File: src/btbb_pkg.sv
// Shared constants, types and controller states for the bloom threshold box blur.
// No dependencies; every other file imports this package.
package btbb_pkg;

  localparam int unsigned MaxRadius = 7;
  localparam int unsigned MaxWidth  = 1024;
  localparam int unsigned MaxHeight = 4096;
  localparam int unsigned WinRows   = 2 * MaxRadius + 1;
  localparam int unsigned RingDepth = WinRows * (MaxWidth + 1);

  localparam int unsigned AW    = $clog2(RingDepth);
  localparam int unsigned RW    = $clog2(MaxRadius + 1);
  localparam int unsigned DW    = RW + 2;
  localparam int unsigned WW    = $clog2(MaxWidth + 1);
  localparam int unsigned HW    = $clog2(MaxHeight + 1);
  localparam int unsigned COLW  = $clog2(MaxWidth);
  localparam int unsigned ROWW  = $clog2(MaxHeight);
  localparam int unsigned LINW  = ROWW + WW + 1;
  localparam int unsigned SUMW  = $clog2(WinRows * WinRows * 65536);
  localparam int unsigned CH    = 16;
  localparam int unsigned PXW   = 3 * CH;
  localparam int unsigned CFG_IW = 3;

  // configuration register indexes
  localparam logic [CFG_IW-1:0] RegEnable    = 3'd0;
  localparam logic [CFG_IW-1:0] RegThreshold = 3'd1;
  localparam logic [CFG_IW-1:0] RegRadius    = 3'd2;
  localparam logic [CFG_IW-1:0] RegRecip     = 3'd3;
  localparam logic [CFG_IW-1:0] RegWidth     = 3'd4;
  localparam logic [CFG_IW-1:0] RegHeight    = 3'd5;

  localparam logic CmdPixel = 1'b0;
  localparam logic CmdDrain = 1'b1;

  typedef enum logic [3:0] {
    ST_IDLE, ST_STORE, ST_MUL, ST_CHECK, ST_ORIG_RD, ST_ORIG_CAP,
    ST_RD, ST_SQ, ST_ACC, ST_SCALE, ST_EMIT
  } state_e;

  typedef struct packed {
    logic latch;
    logic store;
    logic mul;
    logic orig_rd;
    logic orig_cap;
    logic rd;
    logic sq;
    logic acc;
    logic scale;
    logic emit;
  } cmd_t;

  typedef struct packed {
    logic item_ready;
    logic win_last;
    logic out_free;
  } status_t;

endpackage

File: src/btbb_ctrl.sv
// Controller state machine: sequences store, readiness check, window walk and emit.
// Depends on btbb_pkg.
module btbb_ctrl import btbb_pkg::*; (
  input  logic    clk_i,
  input  logic    rst_ni,
  input  logic    in_valid_i,
  input  logic    in_cmd_i,
  input  status_t status_i,
  output logic    in_ready_o,
  output cmd_t    cmd_o
);

  state_e state_q, state_d;

  // next state
  always_comb begin
    state_d = state_q;
    unique case (state_q)
      ST_IDLE: if (in_valid_i) begin
        state_d = (in_cmd_i == CmdPixel) ? ST_STORE : ST_MUL;
      end
      ST_STORE:    state_d = ST_MUL;
      ST_MUL:      state_d = ST_CHECK;
      ST_CHECK:    state_d = status_i.item_ready ? ST_ORIG_RD : ST_IDLE;
      ST_ORIG_RD:  state_d = ST_ORIG_CAP;
      ST_ORIG_CAP: state_d = ST_RD;
      ST_RD:       state_d = ST_SQ;
      ST_SQ:       state_d = ST_ACC;
      ST_ACC:      state_d = status_i.win_last ? ST_SCALE : ST_RD;
      ST_SCALE:    state_d = ST_EMIT;
      ST_EMIT:     if (status_i.out_free) state_d = ST_IDLE;
      default:     state_d = ST_IDLE;
    endcase
  end

  // outputs
  always_comb begin
    cmd_o      = '0;
    in_ready_o = 1'b0;
    unique case (state_q)
      ST_IDLE: begin
        in_ready_o = 1'b1;
        cmd_o.latch = in_valid_i;
      end
      ST_STORE:    cmd_o.store    = 1'b1;
      ST_MUL:      cmd_o.mul      = 1'b1;
      ST_ORIG_RD:  cmd_o.orig_rd  = 1'b1;
      ST_ORIG_CAP: cmd_o.orig_cap = 1'b1;
      ST_RD:       cmd_o.rd       = 1'b1;
      ST_SQ:       cmd_o.sq       = 1'b1;
      ST_ACC:      cmd_o.acc      = 1'b1;
      ST_SCALE:    cmd_o.scale    = 1'b1;
      ST_EMIT:     cmd_o.emit     = status_i.out_free;
      default:     ;
    endcase
  end

  always_ff @(posedge clk_i or negedge rst_ni) begin
    if (!rst_ni) begin
      state_q <= ST_IDLE;
    end else begin
      state_q <= state_d;
    end
  end

endmodule

File: config.mk
export PLATFORM = sky130hd
export DESIGN_NAME = btbb_ctrl
export DESIGN_NICKNAME = d
export VERILOG_FILES = /design/src/btbb_pkg.sv /design/src/btbb_ctrl.sv
export SDC_FILE = /design/constraint.sdc
export NUM_CORES = 1
export LEC_CHECK = 0
export BUFFER_PORTS_ARGS = -buffer_cell sky130_fd_sc_hd__buf_2
export CORE_AREA = 2 2 39 41
export DETAILED_ROUTE_END_ITERATION = 10
export DIE_AREA = 0 0 41 43
export SLEW_MARGIN = 20
export SYNTH_ARGS = -nofsm -noshare
export SYNTH_HDL_FRONTEND = slang
export SYNTH_SLANG_ARGS = --single-unit
File: constraint.sdc
create_clock -name clk_i -period 1.1 [get_ports clk_i]
set_input_delay 0 -clock clk_i [delete_from_list [all_inputs] [get_ports clk_i]]
set_output_delay 0 -clock clk_i [all_outputs]
set_load 0.05 [all_outputs]
# Yosys cells after proc, flatten, opt, wreduce, memory -nomap -nowiden
# Cells that the tools add are included.
# totals
ff_bits	4
out_inout_bits	11
# op_classes
reduce_logical	2
mux	17
n_eq_ne	12
# ops
op	count
$pmux W4 S11	1
$eq A4 B3 Y1 const B	4
$eq A4 B4 Y1 const B	3
$mux W4	3
$mux W1	11
$eq A4 B2 Y1 const B	2
$eq A4 B1 Y1 const B	1
$logic_not A4 Y1	1
$ne A2 B2 Y1 const B	2
$mux W3	1
$mux W2	1
$reduce_and A2 Y1	1

# Longest topological paths before layout
# logic_depth
ltp_word	3
depth_mapped	5

# Worst setup path after synthesis
# No wires, ideal clock.
# synth_timing
path_type	register -> output
from	register state_q[3]
to	output cmd_o[6] (netlist name)
arrival_time_ns	1.817
required_time_ns	1.100
stages_incl_launch_ff	4
slack_ns	-0.717
n_path_buf	1
path_cell_list	dfrtp_1 buf_2 nand2b_1 nor3_1
# synth_rtl
element	line_no	source
from (decl)	btbb_ctrl.sv:13	state_e state_q, state_d;
from (signal assigned)	btbb_ctrl.sv:62	state_q <= state_d;
to (decl)	btbb_ctrl.sv:10	output cmd_t cmd_o

==> flow_metrics.env <==
export IMPL_grt_first_pass_wirelength_mm=1.938
export IMPL_cts_sinks=4
export IMPL_numCtsBuffers=3
export IMPL_overflow=0
export IMPL_most_common_layout_cells="sky130_fd_sc_hd__buf_6, sky130_fd_sc_hd__buf_4, sky130_fd_sc_hd__buf_2"
export IMPL_leading_cell_type_in_the_layout_fill_and_taps_excluded="sky130_fd_sc_hd__buf_6"
export IMPL_postSynthCellCount=50
export IMPL_crit_slowest_cell="sky130_fd_sc_hd__dfrtp_2"
export IMPL_fillerInstances=105
export IMPL_floorplan_initialDensity_pct=26.04
export IMPL_timing_final_crit_period_ps=1423
export IMPL_avgViaCountPerCell=5.038
export IMPL_rsz0062_at_grt="yes"
export IMPL_min_from="status_i[0]"
export IMPL_failed_checks="setup timing"
export IMPL_n_antenna_cell=0
export IMPL_areaGrowthSynthToFinish_pct=154.5
export IMPL_gp_congestion=0.8066
export IMPL_layout_core_utilization_pct=66.27
export IMPL_final_setup_vio_count=15
export IMPL_flip_flop_cell_with_the_highest_count_after_synthesis="sky130_fd_sc_hd__dfrtp_1"
export IMPL_r2r_slack_ps=-290
export IMPL_dp_final_hpwl_um=843.7
export IMPL_worstReg2RegEnd="state_q[1]"
export IMPL_slew_limit_headroom_pct=81.68
export IMPL_timing_worst_setup_path_type="reg -> out"
export IMPL_timing_final_hold_violations=0
export IMPL_worst_endpoint_required_ps=1100
export IMPL_setup_slack_ps=-322.6
export IMPL_post_place_cells=90
export IMPL_setup_worst_path_start_class="flip-flop"
export IMPL_cts_root_buffer_cell="sky130_fd_sc_hd__clkbuf_4"
export IMPL_finalNonFillerCells=106
export IMPL_buffers_plus_inverters_on_the_worst_setup_path=2
export IMPL_postSynthAreaPerCell_um2=7.207
export IMPL_globalRouteTotalUtil_pct=16.35
export IMPL_pin_count_of_the_biggest_net_entering_global_routing=8
export IMPL_worst_hold_path_cell_count=2
export IMPL_r2r_start="state_q[1]"
export IMPL_ir_drop_v=0.001443
export IMPL_buffer_ports_inserted=17
export IMPL_core_area_um2=1384
export IMPL_die_area_um2=1763
export IMPL_run_status="complete, but fails checks"
export IMPL_biggestRegsByFlops="state_q: 4 flops"
export IMPL_cts_tree="built"
export IMPL_yosysWarningCount=0
export IMPL_critPathTopFamily="simple AND/OR/NAND/NOR gates"
export IMPL_worst_hold_path_endpoint="state_q[1]"
export IMPL_maxClockFrequency_mhz=702.9
export IMPL_die_x_um=41
export IMPL_dpl_worst_slack_ps=-172.7
export IMPL_hp_class="in -> reg"
export IMPL_htreeDepth=1
export IMPL_fin_nets=99
export IMPL_first_global_vias=481
export IMPL_first_iter_violations=9
export IMPL_synth_area_um2=360.3
export IMPL_final_period_util_pct=129.3
export IMPL_critPathArrivalTime_ps=1420
export IMPL_power_static_leakage_nw=0.4007
export IMPL_synth_edff_count=0
export IMPL_largest_register="state_q"
export IMPL_yosysSeqAreaShare_pct=27.78
export IMPL_syn_num_nets=57
export IMPL_wl_per_cell_um=13.25
export IMPL_drt_total_wl_mm=1.405
export IMPL_drt_pass1_iterations=2
export IMPL_largest_reg_flops=4
export IMPL_total_power_mw=3.328
export IMPL_critPathMaxFanout=4
export IMPL_clkLatencyLatePin_ps=230
export IMPL_skew_ps=1.381
export IMPL_ys_types=21
export IMPL_die_height_um=43
export IMPL_power_per_cell_area_nw_per_um2=3629
export IMPL_layout_drive_gt1_share_pct=73.33
export IMPL_cts_clk_slew_worst_paths_ps=40
export IMPL_drt_drc_violations_left=0
export IMPL_cap_violations=0
export IMPL_num_rows=14
export IMPL_ys_ff_latch=4
export IMPL_crit_path_max_incr_delay_ps=420
export IMPL_critPathCaptureType="primary output"
export IMPL_floorplan_io_pins=18
export IMPL_reg2reg_depth=6
export IMPL_report_final_slew_viol_count=0
export IMPL_max_clock_path_buffers=2
export IMPL_antenna_violating_nets_post_route=0
export IMPL_dr_total_vias=534
export IMPL_antenna_violations_before_repair=0
export IMPL_synthArstFlopShare_pct=100.0
export IMPL_crit_path_cell_trace="buf_6, nor4_4, and2_4, buf_8"
export IMPL_fin_tns_setup_ps=-2590
export IMPL_worstMarginPinSlew_ps=274.0
## where the power goes
part | internal (mW) | switching, mW
logic | 1.33 | 1.44
clock network | 0.121 | 0.0521
registers | 0.238 | 0.143
total | 1.69 | 1.64
## cells by family (layout without fill, tap and decap cells)
logic type      Yosys count  in the layout  share of synthesized area, %
simple gates             27             27                         42.02
compound gates           12             12                         20.14
buf+inv                   7             47                         10.07
flops                     4              4                         27.78
## synthesized netlist by cell type (all sizes together) (2+ instances only)
| master | instances | area, um^2 |
|---|---|---|
| inv | 3 | 11.26 |
| dfrtp | 4 | 100.1 |
| a21oi | 4 | 20.02 |
| nor3 | 7 | 35.03 |
| o21ai | 3 | 15.01 |
| nor2 | 8 | 30.03 |
| nand2 | 2 | 7.510 |
| nand2b | 6 | 37.54 |
| buf | 4 | 25.02 |
## stage by stage
step                hold slack, ps  area [um^2]
floorplan                   -295.6        417.9
global placement            -191.6        583.1
detailed placement          -190.5        583.1
CTS                          7.206        812.0
global route                 40.12        917.1
finish                       55.20        917.1
## final cells by class
| type | count | area (um^2) | area share (%) |
|---|---|---|---|
| Timing Repair Buffer | 41 | 399.1 | 43.52 |
| Clock buffer | 3 | 22.52 | 2.456 |
| Sequential cell | 4 | 103.9 | 11.32 |
| Multi-Input combinational cell | 39 | 360.3 | 39.29 |
| Inverter | 3 | 11.26 | 1.228 |
| Tap cell | 16 | 20.02 | 2.183 |
## layer usage
| metal | vias to the layer above | GRT usage (%) | share of wire (%) |
|---|---|---|---|
| met5 | - | 0 | 0 |
| met4 | 0 | 10.00 | 1.4 |
| met3 | 2 | 4.188 | 2.8 |
| met2 | 14 | 28.75 | 60 |
| met1 | 261 | 15.36 | 36 |
| li1 | 257 | - | - |
## timing repair
item | 4_1_cts | 5_1_grt
pin swaps | 5 | 3
endpoints found under the hold margin | 4 | 0
gates cloned | 0 | 0
setup buffers | 6 | 6
setup endpoints to repair | 15 | 15
hold buffers | 1 | 0
gates resized for setup | 42 | 15
## how the worst max path moves through the flow
stage               startpoint    endpoint  slack (ps)  depth (start not counted)
floorplan           state_q[1]  state_q[1]        -500                          5
global placement    state_q[1]    cmd_o[9]        -140                          3
detailed placement  state_q[1]    cmd_o[9]        -170                          3
CTS                 state_q[3]    cmd_o[9]        -320                          4
global route        state_q[1]    cmd_o[9]        -400                          4
finish              state_q[1]    cmd_o[9]        -320                          4
Power figures use the tool's default switching activity.
